**src/hdl/obhb_pkg.sv**
```systemverilog
// package for the one-sided horizontal blur unit
// shared constants, register indexes, fsm states and the result word type
// no dependencies
`default_nettype none

package obhb_pkg;

  localparam int CHAN_W       = 8;
  localparam int CFG_IDX_W    = 2;
  localparam int CFG_DATA_W   = 13;
  localparam int BLUR_CFG_W   = 6;

  localparam int DEF_MAX_BLUR    = 63;
  localparam int DEF_WIDTH_LIMIT = 4096;

  localparam logic [CFG_DATA_W-1:0] WIDTH_RST  = 13'd640;
  localparam logic [CFG_DATA_W-1:0] HEIGHT_RST = 13'd480;
  localparam logic [BLUR_CFG_W-1:0] BLUR_RST   = 6'd50;

  typedef enum logic [CFG_IDX_W-1:0] {
    REG_WIDTH  = 2'd0,
    REG_HEIGHT = 2'd1,
    REG_BLUR   = 2'd2
  } cfg_idx_e;

  typedef enum logic [2:0] {
    ST_IDLE,
    ST_CHECK,
    ST_OWN_RD,
    ST_OWN_W,
    ST_SUM_RD,
    ST_SUM_ACC,
    ST_START,
    ST_EMIT
  } state_e;

  typedef struct packed {
    logic [CHAN_W-1:0] red_out;
    logic [CHAN_W-1:0] green_out;
    logic [CHAN_W-1:0] blue_out;
    logic              last_of_run;
    logic              end_of_image;
  } res_word_t;

endpackage

`default_nettype wire

```
**src/hdl/obhb_if.sv**
```systemverilog
// stream interfaces of the blur unit: pixel in, result out, register write
// depends on obhb_pkg
`default_nettype none

interface obhb_pix_if;
  logic                          valid;
  logic                          ready;
  logic [obhb_pkg::CHAN_W-1:0]   red_in;
  logic [obhb_pkg::CHAN_W-1:0]   green_in;
  logic [obhb_pkg::CHAN_W-1:0]   blue_in;
  modport source (output valid, red_in, green_in, blue_in, input ready);
  modport sink   (input valid, red_in, green_in, blue_in, output ready);
endinterface

interface obhb_res_if;
  logic                          valid;
  logic                          ready;
  logic [obhb_pkg::CHAN_W-1:0]   red_out;
  logic [obhb_pkg::CHAN_W-1:0]   green_out;
  logic [obhb_pkg::CHAN_W-1:0]   blue_out;
  logic                          last_of_run;
  logic                          end_of_image;
  modport source (output valid, red_out, green_out, blue_out, last_of_run, end_of_image,
                  input ready);
  modport sink   (input valid, red_out, green_out, blue_out, last_of_run, end_of_image,
                  output ready);
endinterface

interface obhb_cfg_if;
  logic                              valid;
  logic                              ready;
  logic [obhb_pkg::CFG_IDX_W-1:0]    index;
  logic [obhb_pkg::CFG_DATA_W-1:0]   data;
  modport source (output valid, index, data, input ready);
  modport sink   (input valid, index, data, output ready);
endinterface

`default_nettype wire

```
**src/hdl/one_sided_horizontal_blur_unit.sv**
```systemverilog
// top level of the one-sided horizontal blur unit: pixel queue, window sums, control
// depends on obhb_pkg, obhb_if, obhb_lane, obhb_merge
//
// Each channel of a pixel becomes floor((n*own + S)/(2n)), S the sum of the next n pixels
// of its row, n = min(blur setting, pixels left in the row). Pixels wait in a queue memory
// of MAX_BLUR+1 entries until their window is complete; the row's last pixel flushes the
// rest. A pixel is taken only while no result is being worked on: a pixel passes a check,
// and each result it gives an own-pixel read and the bit-serial divider (NW = numerator
// width, 15 for MAX_BLUR 63) that the three channel lanes run in parallel, and it may then
// wait on the output. After the blur setting is lowered mid-row, each surplus result also
// makes a sum pass over its window pixels in the queue memory.
// The output register lets a new pixel in while the last result waits.
`default_nettype none

module one_sided_horizontal_blur_unit #(
  parameter int MAX_BLUR    = obhb_pkg::DEF_MAX_BLUR,
  parameter int WIDTH_LIMIT = obhb_pkg::DEF_WIDTH_LIMIT
) (
  input  wire logic    clk_i,
  input  wire logic    rst_ni,
  obhb_pix_if.sink     pix_i,
  obhb_cfg_if.sink     cfg_i,
  obhb_res_if.source   res_o
);

  localparam int CH   = obhb_pkg::CHAN_W;
  localparam int QD   = MAX_BLUR + 1;
  localparam int PW   = (QD > 1) ? $clog2(QD) : 1;
  localparam int BW   = $clog2(MAX_BLUR + 1);
  localparam int NCW  = $clog2(MAX_BLUR + 2);
  localparam int SUMW = $clog2((MAX_BLUR + 1) * 255 + 1);
  localparam int NW   = $clog2(2 * MAX_BLUR * 255 + 1);
  localparam int CW   = $clog2(WIDTH_LIMIT);
  localparam int WW   = $clog2(WIDTH_LIMIT + 1);
  localparam int EW   = (WW > obhb_pkg::CFG_DATA_W) ? WW : obhb_pkg::CFG_DATA_W;

  function automatic logic [PW-1:0] ptr_inc(input logic [PW-1:0] p);
    ptr_inc = (p == PW'(QD - 1)) ? '0 : p + 1'b1;
  endfunction

  obhb_pkg::state_e state_q, state_d;

  logic [obhb_pkg::CFG_DATA_W-1:0] width_q, height_q;
  logic [obhb_pkg::BLUR_CFG_W-1:0] blur_q;

  logic [2:0][CH-1:0]   mem [QD];
  logic [2:0][CH-1:0]   rdata_q;
  logic [PW-1:0]        raddr;

  logic [PW-1:0]        head_q, tail_q, sptr_q;
  logic [NCW-1:0]       cnt_q;
  logic [SUMW-1:0]      wsum_q [3];
  logic [SUMW-1:0]      s_q    [3];
  logic [2:0][CH-1:0]   own_q;
  logic [BW-1:0]        n_q, scnt_q;
  logic [CW-1:0]        col_q, row_q;
  logic                 row_end_q, eoi_q;

  logic [EW-1:0]        w_eff, h_eff;
  logic [BW-1:0]        blur_eff;
  logic [2:0][CH-1:0]   px;
  logic                 accept, row_end, img_end;
  logic                 normal, sweep, more, emit_rdy;
  logic [NCW-1:0]       cnt_m1;
  logic                 start, load;
  logic [2:0]           lane_done;
  logic [2:0][CH-1:0]   quo;
  obhb_pkg::res_word_t  word;

  always_comb begin
    if (width_q == '0) begin
      w_eff = EW'(1);
    end else if (EW'(width_q) > EW'(WIDTH_LIMIT)) begin
      w_eff = EW'(WIDTH_LIMIT);
    end else begin
      w_eff = EW'(width_q);
    end
    if (height_q == '0) begin
      h_eff = EW'(1);
    end else if (EW'(height_q) > EW'(WIDTH_LIMIT)) begin
      h_eff = EW'(WIDTH_LIMIT);
    end else begin
      h_eff = EW'(height_q);
    end
    if (blur_q > obhb_pkg::BLUR_CFG_W'(MAX_BLUR)) begin
      blur_eff = BW'(MAX_BLUR);
    end else begin
      blur_eff = blur_q[BW-1:0];
    end
  end

  assign px      = {pix_i.red_in, pix_i.green_in, pix_i.blue_in};
  assign accept  = pix_i.valid && pix_i.ready;
  assign row_end = (EW'(col_q) + EW'(1)) >= w_eff;
  assign img_end = (EW'(row_q) + EW'(1)) >= h_eff;
  assign normal  = cnt_q > NCW'(blur_eff);
  assign sweep   = normal && (blur_eff != '0) && (cnt_q != (NCW'(blur_eff) + 1'b1));
  assign cnt_m1  = cnt_q - 1'b1;
  assign more    = (cnt_m1 > NCW'(blur_eff)) || (row_end_q && (cnt_m1 != '0));
  assign cfg_i.ready = 1'b1;

  always_ff @(posedge clk_i or negedge rst_ni) begin
    if (!rst_ni) begin
      state_q <= obhb_pkg::ST_IDLE;
    end else begin
      state_q <= state_d;
    end
  end

  always_comb begin
    state_d     = state_q;
    pix_i.ready = 1'b0;
    start       = 1'b0;
    load        = 1'b0;
    raddr       = sptr_q;
    case (state_q)
      obhb_pkg::ST_IDLE: begin
        pix_i.ready = 1'b1;
        if (pix_i.valid) begin
          state_d = obhb_pkg::ST_CHECK;
        end
      end
      obhb_pkg::ST_CHECK: begin
        if (normal || (row_end_q && (cnt_q != '0))) begin
          state_d = obhb_pkg::ST_OWN_RD;
        end else begin
          state_d = obhb_pkg::ST_IDLE;
        end
      end
      obhb_pkg::ST_OWN_RD: begin
        raddr   = head_q;
        state_d = obhb_pkg::ST_OWN_W;
      end
      obhb_pkg::ST_OWN_W: begin
        state_d = sweep ? obhb_pkg::ST_SUM_RD : obhb_pkg::ST_START;
      end
      obhb_pkg::ST_SUM_RD: begin
        state_d = obhb_pkg::ST_SUM_ACC;
      end
      obhb_pkg::ST_SUM_ACC: begin
        state_d = (scnt_q == BW'(1)) ? obhb_pkg::ST_START : obhb_pkg::ST_SUM_RD;
      end
      obhb_pkg::ST_START: begin
        start = 1'b1;
        if (&lane_done) begin
          state_d = obhb_pkg::ST_EMIT;
        end
      end
      obhb_pkg::ST_EMIT: begin
        if (emit_rdy) begin
          load    = 1'b1;
          state_d = obhb_pkg::ST_CHECK;
        end
      end
      default: begin
        state_d = obhb_pkg::ST_IDLE;
      end
    endcase
  end

  // lanes start on the first cycle of ST_START only
  logic start_seen_q;
  logic start_p;
  assign start_p = start && !start_seen_q;

  always_ff @(posedge clk_i or negedge rst_ni) begin
    if (!rst_ni) begin
      start_seen_q <= 1'b0;
    end else begin
      start_seen_q <= start;
    end
  end

  always_ff @(posedge clk_i or negedge rst_ni) begin
    if (!rst_ni) begin
      width_q  <= obhb_pkg::WIDTH_RST;
      height_q <= obhb_pkg::HEIGHT_RST;
      blur_q   <= obhb_pkg::BLUR_RST;
    end else if (cfg_i.valid && cfg_i.ready) begin
      case (obhb_pkg::cfg_idx_e'(cfg_i.index))
        obhb_pkg::REG_WIDTH:  width_q  <= cfg_i.data;
        obhb_pkg::REG_HEIGHT: height_q <= cfg_i.data;
        obhb_pkg::REG_BLUR:   blur_q   <= cfg_i.data[obhb_pkg::BLUR_CFG_W-1:0];
        default: ;
      endcase
    end
  end

  always_ff @(posedge clk_i) begin
    if (accept) begin
      mem[tail_q] <= px;
    end
    rdata_q <= mem[raddr];
  end

  always_ff @(posedge clk_i or negedge rst_ni) begin
    if (!rst_ni) begin
      head_q    <= '0;
      tail_q    <= '0;
      cnt_q     <= '0;
      col_q     <= '0;
      row_q     <= '0;
      row_end_q <= 1'b0;
      eoi_q     <= 1'b0;
      for (int c = 0; c < 3; c++) begin
        wsum_q[c] <= '0;
      end
    end else begin
      if (accept) begin
        tail_q    <= ptr_inc(tail_q);
        cnt_q     <= cnt_q + 1'b1;
        row_end_q <= row_end;
        eoi_q     <= row_end && img_end;
        for (int c = 0; c < 3; c++) begin
          wsum_q[c] <= wsum_q[c] + SUMW'(px[c]);
        end
        if (row_end) begin
          col_q <= '0;
          row_q <= img_end ? '0 : row_q + 1'b1;
        end else begin
          col_q <= col_q + 1'b1;
        end
      end else if (load) begin
        head_q <= ptr_inc(head_q);
        cnt_q  <= cnt_m1;
        for (int c = 0; c < 3; c++) begin
          wsum_q[c] <= wsum_q[c] - SUMW'(own_q[c]);
        end
      end
    end
  end

  always_ff @(posedge clk_i) begin
    case (state_q)
      obhb_pkg::ST_OWN_W: begin
        own_q  <= rdata_q;
        sptr_q <= ptr_inc(head_q);
        scnt_q <= blur_eff;
        n_q    <= normal ? blur_eff : cnt_m1[BW-1:0];
        for (int c = 0; c < 3; c++) begin
          s_q[c] <= sweep ? '0 : wsum_q[c] - SUMW'(rdata_q[c]);
        end
      end
      obhb_pkg::ST_SUM_ACC: begin
        sptr_q <= ptr_inc(sptr_q);
        scnt_q <= scnt_q - 1'b1;
        for (int c = 0; c < 3; c++) begin
          s_q[c] <= s_q[c] + SUMW'(rdata_q[c]);
        end
      end
      default: ;
    endcase
  end

  for (genvar c = 0; c < 3; c++) begin : g_lane
    obhb_lane #(
      .BW   (BW),
      .SUMW (SUMW),
      .NW   (NW)
    ) u_lane (
      .clk_i   (clk_i),
      .rst_ni  (rst_ni),
      .start_i (start_p),
      .n_i     (n_q),
      .own_i   (own_q[c]),
      .s_i     (s_q[c]),
      .done_o  (lane_done[c]),
      .quo_o   (quo[c])
    );
  end

  always_comb begin
    word.red_out      = quo[2];
    word.green_out    = quo[1];
    word.blue_out     = quo[0];
    word.last_of_run  = !more;
    word.end_of_image = !more && eoi_q;
  end

  obhb_merge u_merge (
    .clk_i      (clk_i),
    .rst_ni     (rst_ni),
    .load_i     (load),
    .word_i     (word),
    .load_rdy_o (emit_rdy),
    .res_o      (res_o)
  );

endmodule

`default_nettype wire

```
**src/hdl/obhb_lane.sv**
```systemverilog
// one channel lane: divides n*own + s by 2n (own by 2 if n is 0), one quotient bit a cycle
// depends on obhb_pkg
`default_nettype none

module obhb_lane #(
  parameter int BW   = 6,
  parameter int SUMW = 14,
  parameter int NW   = 15
) (
  input  wire logic                          clk_i,
  input  wire logic                          rst_ni,
  input  wire logic                          start_i,
  input  wire logic [BW-1:0]                 n_i,
  input  wire logic [obhb_pkg::CHAN_W-1:0]   own_i,
  input  wire logic [SUMW-1:0]               s_i,
  output logic                               done_o,
  output logic [obhb_pkg::CHAN_W-1:0]        quo_o
);

  localparam int DW = BW + 1;
  localparam int KW = $clog2(NW + 1);

  logic [NW-1:0] num_q;
  logic [DW-1:0] den_q;
  logic [DW-1:0] rem_q;
  logic [NW-1:0] quo_q;
  logic [KW-1:0] cnt_q;
  logic          busy_q;
  logic          done_q;

  logic [DW:0]   rem2;
  logic          ge;
  logic [DW:0]   rem_n;

  assign rem2  = {rem_q, num_q[NW-1]};
  assign ge    = rem2 >= {1'b0, den_q};
  assign rem_n = ge ? (rem2 - {1'b0, den_q}) : rem2;

  always_ff @(posedge clk_i or negedge rst_ni) begin
    if (!rst_ni) begin
      busy_q <= 1'b0;
      done_q <= 1'b0;
      cnt_q  <= '0;
    end else begin
      done_q <= 1'b0;
      if (start_i) begin
        busy_q <= 1'b1;
        cnt_q  <= KW'(NW);
      end else if (busy_q) begin
        cnt_q <= cnt_q - 1'b1;
        if (cnt_q == KW'(1)) begin
          busy_q <= 1'b0;
          done_q <= 1'b1;
        end
      end
    end
  end

  always_ff @(posedge clk_i) begin
    if (start_i) begin
      rem_q <= '0;
      quo_q <= '0;
      if (n_i == '0) begin
        num_q <= NW'(own_i);
        den_q <= DW'(2);
      end else begin
        num_q <= NW'(NW'(n_i) * NW'(own_i)) + NW'(s_i);
        den_q <= {n_i, 1'b0};
      end
    end else if (busy_q) begin
      rem_q <= rem_n[DW-1:0];
      quo_q <= {quo_q[NW-2:0], ge};
      num_q <= {num_q[NW-2:0], 1'b0};
    end
  end

  assign done_o = done_q;
  assign quo_o  = quo_q[obhb_pkg::CHAN_W-1:0];

endmodule

`default_nettype wire

```
**src/hdl/obhb_merge.sv**
```systemverilog
// merging stage: joins the three lane quotients and flags into one result word
// and holds it in the output register; depends on obhb_pkg, obhb_if
`default_nettype none

module obhb_merge (
  input  wire logic                 clk_i,
  input  wire logic                 rst_ni,
  input  wire logic                 load_i,
  input  wire obhb_pkg::res_word_t  word_i,
  output logic                      load_rdy_o,
  obhb_res_if.source                res_o
);

  obhb_pkg::res_word_t word_q;
  logic                valid_q;

  assign load_rdy_o = !valid_q || res_o.ready;

  always_ff @(posedge clk_i or negedge rst_ni) begin
    if (!rst_ni) begin
      valid_q <= 1'b0;
    end else if (load_i) begin
      valid_q <= 1'b1;
    end else if (res_o.ready) begin
      valid_q <= 1'b0;
    end
  end

  always_ff @(posedge clk_i) begin
    if (load_i) begin
      word_q <= word_i;
    end
  end

  assign res_o.valid        = valid_q;
  assign res_o.red_out      = word_q.red_out;
  assign res_o.green_out    = word_q.green_out;
  assign res_o.blue_out     = word_q.blue_out;
  assign res_o.last_of_run  = word_q.last_of_run;
  assign res_o.end_of_image = word_q.end_of_image;

endmodule

`default_nettype wire

```
**src/flat_wrapper.sv**
```systemverilog
// flat-port wrapper written by rule: the top's interface ports become plain ports
module one_sided_horizontal_blur_unit_flat 
#(
  parameter int MAX_BLUR    = obhb_pkg::DEF_MAX_BLUR,
  parameter int WIDTH_LIMIT = obhb_pkg::DEF_WIDTH_LIMIT
)
  (clk_i, rst_ni, pix_i_valid, pix_i_red_in, pix_i_green_in, pix_i_blue_in, pix_i_ready, cfg_i_valid, cfg_i_index, cfg_i_data, cfg_i_ready, res_o_valid, res_o_red_out, res_o_green_out, res_o_blue_out, res_o_last_of_run, res_o_end_of_image, res_o_ready);
  obhb_pix_if pix_i_i ();
  obhb_cfg_if cfg_i_i ();
  obhb_res_if res_o_i ();
  input  wire logic clk_i;
  input  wire logic rst_ni;
  input wire logic [$bits(pix_i_i.valid)-1:0] pix_i_valid;
  input wire logic [$bits(pix_i_i.red_in)-1:0] pix_i_red_in;
  input wire logic [$bits(pix_i_i.green_in)-1:0] pix_i_green_in;
  input wire logic [$bits(pix_i_i.blue_in)-1:0] pix_i_blue_in;
  output wire logic [$bits(pix_i_i.ready)-1:0] pix_i_ready;
  input wire logic [$bits(cfg_i_i.valid)-1:0] cfg_i_valid;
  input wire logic [$bits(cfg_i_i.index)-1:0] cfg_i_index;
  input wire logic [$bits(cfg_i_i.data)-1:0] cfg_i_data;
  output wire logic [$bits(cfg_i_i.ready)-1:0] cfg_i_ready;
  output wire logic [$bits(res_o_i.valid)-1:0] res_o_valid;
  output wire logic [$bits(res_o_i.red_out)-1:0] res_o_red_out;
  output wire logic [$bits(res_o_i.green_out)-1:0] res_o_green_out;
  output wire logic [$bits(res_o_i.blue_out)-1:0] res_o_blue_out;
  output wire logic [$bits(res_o_i.last_of_run)-1:0] res_o_last_of_run;
  output wire logic [$bits(res_o_i.end_of_image)-1:0] res_o_end_of_image;
  input wire logic [$bits(res_o_i.ready)-1:0] res_o_ready;
  assign pix_i_i.valid = pix_i_valid;
  assign pix_i_i.red_in = pix_i_red_in;
  assign pix_i_i.green_in = pix_i_green_in;
  assign pix_i_i.blue_in = pix_i_blue_in;
  assign pix_i_ready = pix_i_i.ready;
  assign cfg_i_i.valid = cfg_i_valid;
  assign cfg_i_i.index = cfg_i_index;
  assign cfg_i_i.data = cfg_i_data;
  assign cfg_i_ready = cfg_i_i.ready;
  assign res_o_valid = res_o_i.valid;
  assign res_o_red_out = res_o_i.red_out;
  assign res_o_green_out = res_o_i.green_out;
  assign res_o_blue_out = res_o_i.blue_out;
  assign res_o_last_of_run = res_o_i.last_of_run;
  assign res_o_end_of_image = res_o_i.end_of_image;
  assign res_o_i.ready = res_o_ready;
  one_sided_horizontal_blur_unit #(.MAX_BLUR(MAX_BLUR), .WIDTH_LIMIT(WIDTH_LIMIT)) u_core (.clk_i(clk_i), .rst_ni(rst_ni), .pix_i(pix_i_i), .cfg_i(cfg_i_i), .res_o(res_o_i));
endmodule
```
**config.mk**
```make
export PLATFORM = sky130hd
export DESIGN_NAME = one_sided_horizontal_blur_unit_flat
export DESIGN_NICKNAME = d
export VERILOG_FILES = /design/src/hdl/obhb_pkg.sv /design/src/hdl/obhb_if.sv /design/src/hdl/one_sided_horizontal_blur_unit.sv /design/src/hdl/obhb_lane.sv /design/src/hdl/obhb_merge.sv /design/src/flat_wrapper.sv
export SDC_FILE = /design/constraint.sdc
export NUM_CORES = 2
export LEC_CHECK = 0
export ABC_CLOCK_PERIOD_IN_PS = 6470
export BUFFER_PORTS_ARGS = -buffer_cell sky130_fd_sc_hd__clkbuf_2
export CELL_PAD_IN_SITES_DETAIL_PLACEMENT = 1
export CELL_PAD_IN_SITES_GLOBAL_PLACEMENT = 1
export CORE_MARGIN = 8
export CORE_UTILIZATION = 55
export CTS_BUF_LIST = sky130_fd_sc_hd__clkbuf_2 sky130_fd_sc_hd__clkbuf_4 sky130_fd_sc_hd__clkbuf_8
export CTS_CLUSTER_DIAMETER = 200
export DETAILED_ROUTE_END_ITERATION = 12
export PLACE_DENSITY_LB_ADDON = 0.1
export SKIP_LAST_GASP = 1
export SLEW_MARGIN = 20
export SYNTH_ARGS = -nofsm -noshare
export SYNTH_HDL_FRONTEND = slang
export SYNTH_SLANG_ARGS = --single-unit
```
**constraint.sdc**
```tcl
create_clock -name clk_i -period 6.47 [get_ports clk_i]
set_clock_uncertainty 0.1 [all_clocks]
set_input_delay 0.9705 -clock clk_i [delete_from_list [all_inputs] [get_ports clk_i]]
set_output_delay 0.9705 -clock clk_i [all_outputs]
set_load 0.1 [all_outputs]
```
# Yosys cells after proc, flatten, opt, wreduce, memory -nomap -nowiden

Memories as Yosys holds them, arrays and structs flattened. A register that Yosys moved wholly into a read port is not among the register bits.
Index checks and enable logic that the tools add are counted.
W data, S select, Z words.

Bits in registers: 307
Bits in latches: 0
Memory bits (writable): 1578
Bits in read-only memories: 0
Input bits: 44
Output and inout bits: 29
Logic and storage cells: 232
Memories: 2

Memories:

| name       | depth | bits a word | rd ports | clocked after memory_dff | write ports | line                                 | source |
|---|---|---|---|---|---|---|---|
| u_core.mem | 64    | 24          | 1        | 1                        | 1           | one_sided_horizontal_blur_unit.sv:46 | `logic [2:0][CH-1:0] mem [QD];` |
| u_core.s_q | 3     | 14          | 3        | 0                        | 3           | one_sided_horizontal_blur_unit.sv:53 | `logic [SUMW-1:0] s_q [3];` |

Add/sub/neg operators: 32
Multipliers: 3
Div/mod/pow operators: 0
Magnitude comparators: 10
Equality and inequality tests: 20
Shift operators: 0
Multiplexer cells: 79
Bitwise operators: 4
Reductions and logical operators: 35

Operators with widths:

| operator                | number |
|---|---|
| $mux W15                | 9 |
| $add A14 B8 Y14         | 6 |
| $mux W14                | 6 |
| $mux W42                | 2 |
| $sub A14 B8 Y14         | 6 |
| $mux W13                | 4 |
| $add A14 B14 Y15        | 3 |
| $mul A6 B8 Y14          | 3 |
| $mux W6                 | 6 |
| $mux W7                 | 5 |
| $mux W1                 | 30 |
| $add A12 B1 Y13 const B | 2 |
| $ge A13 B13 Y1          | 2 |
| $gt A13 B13 Y1 const B  | 2 |
| $logic_not A13 Y1       | 2 |
| $add A12 B1 Y12 const B | 2 |
| $ge A8 B7 Y1            | 3 |
| $mux W12                | 2 |
| $mux W4                 | 6 |
| $pmux W3 S8             | 1 |
| $pmux W6 S2             | 2 |
| $sub A7 B7 Y7           | 3 |
| $add A6 B1 Y6 const B   | 3 |
| $eq A6 B6 Y1 const B    | 3 |
| 32 further kinds        | 70 |

# Longest topological paths before layout

Depth after elaboration: 7
Mapped depth: 19
Gate-level depth less buffers: 18

# Hierarchy

From an unflattened synthesis, not the netlist that was laid out.

Cell total of the unflattened synthesis: 5773
Area, all modules: 87307.5 sq um

By module, submodules not included:

| module                                   | instances | cells each | area an instance (sq um) | sequential area each (sq um) |
|---|---|---|---|---|
| one_sided_horizontal_blur_unit           | 1         | 4363       | 73888.4                  | 52216.3 |
| obhb_lane at u_core.g_lane[1].u_lane ... | 2         | 472        | 4250.3                   | 1081.0 |
| obhb_lane at u_core.g_lane[0].u_lane     | 1         | 437        | 4090.2                   | 1081.0 |
| obhb_merge                               | 1         | 29         | 828.3                    | 805.8 |

# Least setup slack after synthesis

Ideal clock, no wire load.

Path kind: register to register
Start point: reg u_core.state_q[0]
End point: reg u_core.wsum_q[12] (netlist name)
Setup time: 0.136 ns
Data arrival time: 5.738 ns
Data required time: 6.234 ns
Setup slack: 0.496 ns
Cell stages (with the launch flop): 17
Path buffers: 3
Clock period less this slack: 5.974 ns
Cells stage by stage: dfrtp_1 -> clkbuf_1 -> nor3_1 -> and2_0 -> clkbuf_1 -> buf_1 -> o21ai_0 -> ha_1 -> fa_1 -> a21oi_1 -> o211ai_1 -> a31oi_1 -> nor2b_1 -> o21a_1 -> o41a_1 -> xnor2_1 -> o21ai_0

Cells in the longest elaborated chain, start to end: 4
Elaborated cells between the ends (all ways): 7
Those cells by class: 1 x eq/ne; 3 x mux; 3 x reduce/logical

RTL lines:

| item                                           | line                                  | source |
|---|---|---|
| start: declaration                             | one_sided_horizontal_blur_unit.sv:41  | `obhb_pkg::state_e state_q, state_d;` |
| start signal: assignment                       | one_sided_horizontal_blur_unit.sv:104 | `state_q <= obhb_pkg::ST_IDLE;` |
| start signal: assignment                       | one_sided_horizontal_blur_unit.sv:106 | `state_q <= state_d;` |
| $logic_not A3 Y1 *                             | one_sided_horizontal_blur_unit.sv:116 | `case (state_q)` |
| $mux W1 *                                      | one_sided_horizontal_blur_unit.sv:116 |  |
| named net pix_i_ready                          | flat_wrapper.sv:17                    | `output wire logic [$bits(pix_i_i.ready)-1:0] pix_i_ready;` |
| $logic_and A1 B1 Y1 *                          | one_sided_horizontal_blur_unit.sv:93  | `assign accept = pix_i.valid && pix_i.ready;` |
| $mux W42 or $reduce_bool A2 Y1 (tied branches) | -                                     |  |
| end signal: indexed assignment                 | one_sided_horizontal_blur_unit.sv:215 | `wsum_q[c] <= wsum_q[c] + SUMW'(px[c]);` |
| end signal: indexed assignment                 | one_sided_horizontal_blur_unit.sv:227 | `wsum_q[c] <= wsum_q[c] - SUMW'(own_q[c]);` |
| end: declaration                               | one_sided_horizontal_blur_unit.sv:52  | `logic [SUMW-1:0] wsum_q [3];` |

Mark *: on every way through the listed nets, which the timed path passes. The rest lies on a longest branch.
A chain may end at the register's enable or synchronous reset.

# Final worst setup path

Start point: reg u_core.n_q[2]
End point: reg u_core.g_lane[2].u_lane.num_q[13] (data pin)

Cells in the longest elaborated chain, start to end: 4
Elaborated cells between the ends (all ways): 5
Those cells by class: 1 x add/sub; 1 x mul; 2 x mux; 1 x reduce/logical

RTL lines:

| item                     | line                                  | source |
|---|---|---|
| start: declaration       | one_sided_horizontal_blur_unit.sv:55  | `logic [BW-1:0] n_q, scnt_q;` |
| start signal: assignment | one_sided_horizontal_blur_unit.sv:239 | `n_q <= normal ? blur_eff : cnt_m1[BW-1:0];` |
| $mul A6 B8 Y14           | obhb_lane.sv:67                       | `num_q <= NW'(NW'(n_i) * NW'(own_i)) + NW'(s_i);` |
| $add A14 B14 Y15         | obhb_lane.sv:67                       |  |
| $mux W15 *               | obhb_lane.sv:63                       | `if (n_i == '0) begin` |
| $mux W15 *               | obhb_lane.sv:60                       | `if (start_i) begin` |
| end signal: assignment   | obhb_lane.sv:64                       | `num_q <= NW'(own_i);` |
| end signal: assignment   | obhb_lane.sv:67                       |  |
| end signal: assignment   | obhb_lane.sv:73                       | `num_q <= {num_q[NW-2:0], 1'b0};` |
| end: declaration         | obhb_lane.sv:23                       | `logic [NW-1:0] num_q;` |

Every way passes the cells marked *; elsewhere a longest branch is shown, timed or not.

==> qor.csv <==
metric,value,unit
status,finished clean,
max_cap_viol_count,0,
startpoint_type,register,
hold_end,u_core.height_q[8],
htreeDepth,5,
grt_use_total,0.277,
initial_core_util,0.553,
synth_fp_nets,5755,
die_height,409,um
worstHoldPathCells,2,
first_pass_iters,6,
synth_ff_type,edfxtp_1,
ys_types,69,
period_minus_slack,5.66,ns
rsz0062_at_grt,false,
drt-total-wl,236000,um
timing.final.hold_violations,0,
report.final.slew_viol_count,0,
cts_tree,done,
worst-path-max-fanout,26,
grt_pass1_vias,52900,
worst-r2r-setup-slack,0.81,ns
hpwl,148000,um
wire_per_inst,29.7,um
synth_edf_count,1697,
fmax,0.177,GHz
cp.required,7.03,ns
critPathKind,register to register,
reg2reg_depth,18,
clk_latency,1.03,ns
peakVddDrop,0.000401,V
cp_cell_sequence,and2_1 -> fa_1 -> inv_1 -> fa_1 -> inv_1 -> fa_1 -> inv_1 -> fa_1 -> inv_1 -> ha_1 -> and2_1 -> a311o_1 -> a31oi_1 -> nor2b_1 -> o21a_1 -> o41ai_1 -> xor2_1 -> o31ai_1,
instances_no_fill,7923,
setup_violations,0,
relSlewSlack,0.232,
synthCells,5336,
grt-ovfl-total,0,
area_growth,11.4,%
ys_warn_count,0,
worst_slew_pin_slew,1.15,ns
ys_ff_latch,1908,
drive_gt1_frac,0.213,
synthArstFlopShare,0.0744,
via_per_inst,6.28,
crit_path_end_kind,register,
ys_seq_area_frac,0.657,
grt_max_degree,90,
cts_buffer_depth,4,
gp_congestion,0.820,
cp_slowest_cell,edfxtp_1,
cts-root-buf,clkbuf_8,
via_count,49700,
syn_area_per_cell,15.9,sq um
clock_sinks,1908,
fillers,13900,
num_rows,144,
core,0.154,sq mm
syn_area,0.0851,sq mm
hold_class,input port to register,
setup_tns,0,ns
rr_startpoint,u_core.n_q[2],
dp.cells,7348,
numCtsBuffers,328,
die_w,409,um
path_clk_slew,0.07,ns
grt_pass1_wl,347000,um
min_from,cfg_i_data[8],
port_buffers,71,
cts_setup_buffers,0,
p_per_area,510,mW/mm^2
slowest_delay,0.77,ns
drt_iter0_drc,5213,
leakage,33.7,nW
arrival,6.22,ns
timing.final.crit_share,0.875,
drc,0,
antenna_found_initial,18,
fin_nets,6057,
startpoint,u_core.n_q[2],
r2r-end,u_core.g_lane[2].u_lane.num_q[13],
p_total,48.4,mW
detail-route-antenna-nets,0,
io_pins,73,
dieArea,0.168,sq mm
==> worst max path at each step <==
stage                                              endpoint  slack, ns
after floorplan                           u_core.wsum_q[12]       0.50
after detailed placement  u_core.g_lane[2].u_lane.num_q[13]       0.83
after global placement    u_core.g_lane[2].u_lane.num_q[13]       0.94
after global routing      u_core.g_lane[2].u_lane.num_q[13]       0.59
final                     u_core.g_lane[2].u_lane.num_q[13]       0.81
after CTS                 u_core.g_lane[2].u_lane.num_q[13]       0.79
==> what timing repair did <==
action                                 CTS  global route
hold buffers                             4             0
resized for setup                        0             0
endpoints found under the hold margin   47             0
==> state kept, by name, indices dropped and copies added (netlist names), 7 cells and up <==
name                            cells
u_core.cnt_q                        7
u_core.col_q                       12
u_core.g_lane.u_lane.cnt_q         12
u_core.g_lane.u_lane.num_q         45
u_core.g_lane.u_lane.quo_q         24
u_core.g_lane.u_lane.rem_q         21
u_core.height_q                    13
u_core.mem                       1536
u_core.own_q                       24
u_core.rdata_q                     24
u_core.row_q                       12
u_core.s_q                         42
u_core.u_merge.res_o.blue_out       8
u_core.u_merge.res_o.green_out      8
u_core.u_merge.res_o.red_out        8
u_core.width_q                     13
u_core.wsum_q                      42
==> worst max-delay path: cells and delay by family, from the launching register on <==
kind	cells	cell delay, ns
XOR/XNOR	1	0.20
adder cells (fa/ha/maj)	5	2.31
AND/OR/NAND/NOR	3	0.61
buffers and inverters	4	0.19
flip-flops	1	0.77
AO/OA/AOI/OAI	5	1.16
==> placed cells by master, fill, tap and decap left out, types with 127 or more instances in the layout <==
master    Yosys  final
edfxtp_1   1697   1697
mux4_2      384    384
clkbuf_8      0    349
inv_1       302    301
nand2_1     285    283
ha_1        255    255
nor2_1      278    196
a22oi_1     194    194
o21ai_0     179    178
a21oi_1     145    145
buf_4         1    140
dfrtp_1     133    133
xnor2_1     127    127
==> per-stage QoR <==
step,utilization,setup slack [ns],area [sq um],hold WS [ns]
2_1_floorplan,-,0.496,85100,0.308
3_3_place_gp,0.575,0.936,88500,0.315
3_5_place_dp,0.575,0.825,88500,0.318
4_1_cts,0.616,0.793,94800,0.000277
5_1_grt,0.616,0.594,94800,0.0442
6_report,0.616,0.807,94800,0.103
==> power breakdown <==
part           total, mW  switching, mW  internal (mW)
clock network       10.7           4.86           5.81
registers           15.9           1.06           14.8
logic               21.9           12.7           9.19
==> final cells by class <==
cell class / instances / area, sq um / area share
Antenna cell: 7 / 17.5 / 0.000185
Timing Repair Buffer: 220 / 1550 / 0.0164
Multi-Input combinational cell: 2878 / 27400 / 0.289
Sequential cell: 1908 / 55900 / 0.590
Inverter: 302 / 1130 / 0.0120
Clock inverter: 107 / 618 / 0.00652
Tap cell: 2044 / 2560 / 0.0270
Clock buffer: 457 / 5610 / 0.0592
==> layer usage <==
layer / track usage / vias up / wire length, um
li1: - / 21100 / -
met1: 0.376 / 26000 / 94900
met2: 0.451 / 2208 / 113000
met3: 0.0561 / 467 / 19200
met4: 0.0957 / 4 / 8080
met5: 0 / - / 27
==> cell usage after synthesis (all sizes together), types with 50 or more instances <==
library cell	count	area share
nand4	68	0.0050
fa	120	0.028
xnor2	127	0.013
mux4	384	0.10
a22oi	194	0.017
mux2i	50	0.0059
nor3	60	0.0035
and2	124	0.0091
clkbuf	192	0.0085
dfrtp	133	0.039
o21ai	179	0.011
ha	255	0.037
edfxtp	1697	0.60
nand2	285	0.013
nor2	278	0.012
xor2	88	0.0091
inv	302	0.013
buf	56	0.0031
a21oi	145	0.0085
nand3	57	0.0034
dfxtp	69	0.016
==> kinds of logic after synthesis <==
family          share of synthesized area
flops                               0.657
simple gates                       0.0600
compound gates                     0.0582
buf+inv                            0.0249
mux                                 0.112
fa+ha+maj                          0.0657
xor+xnor                           0.0221
other cells                     0.0000441
(Power assumes the default switching activity.)
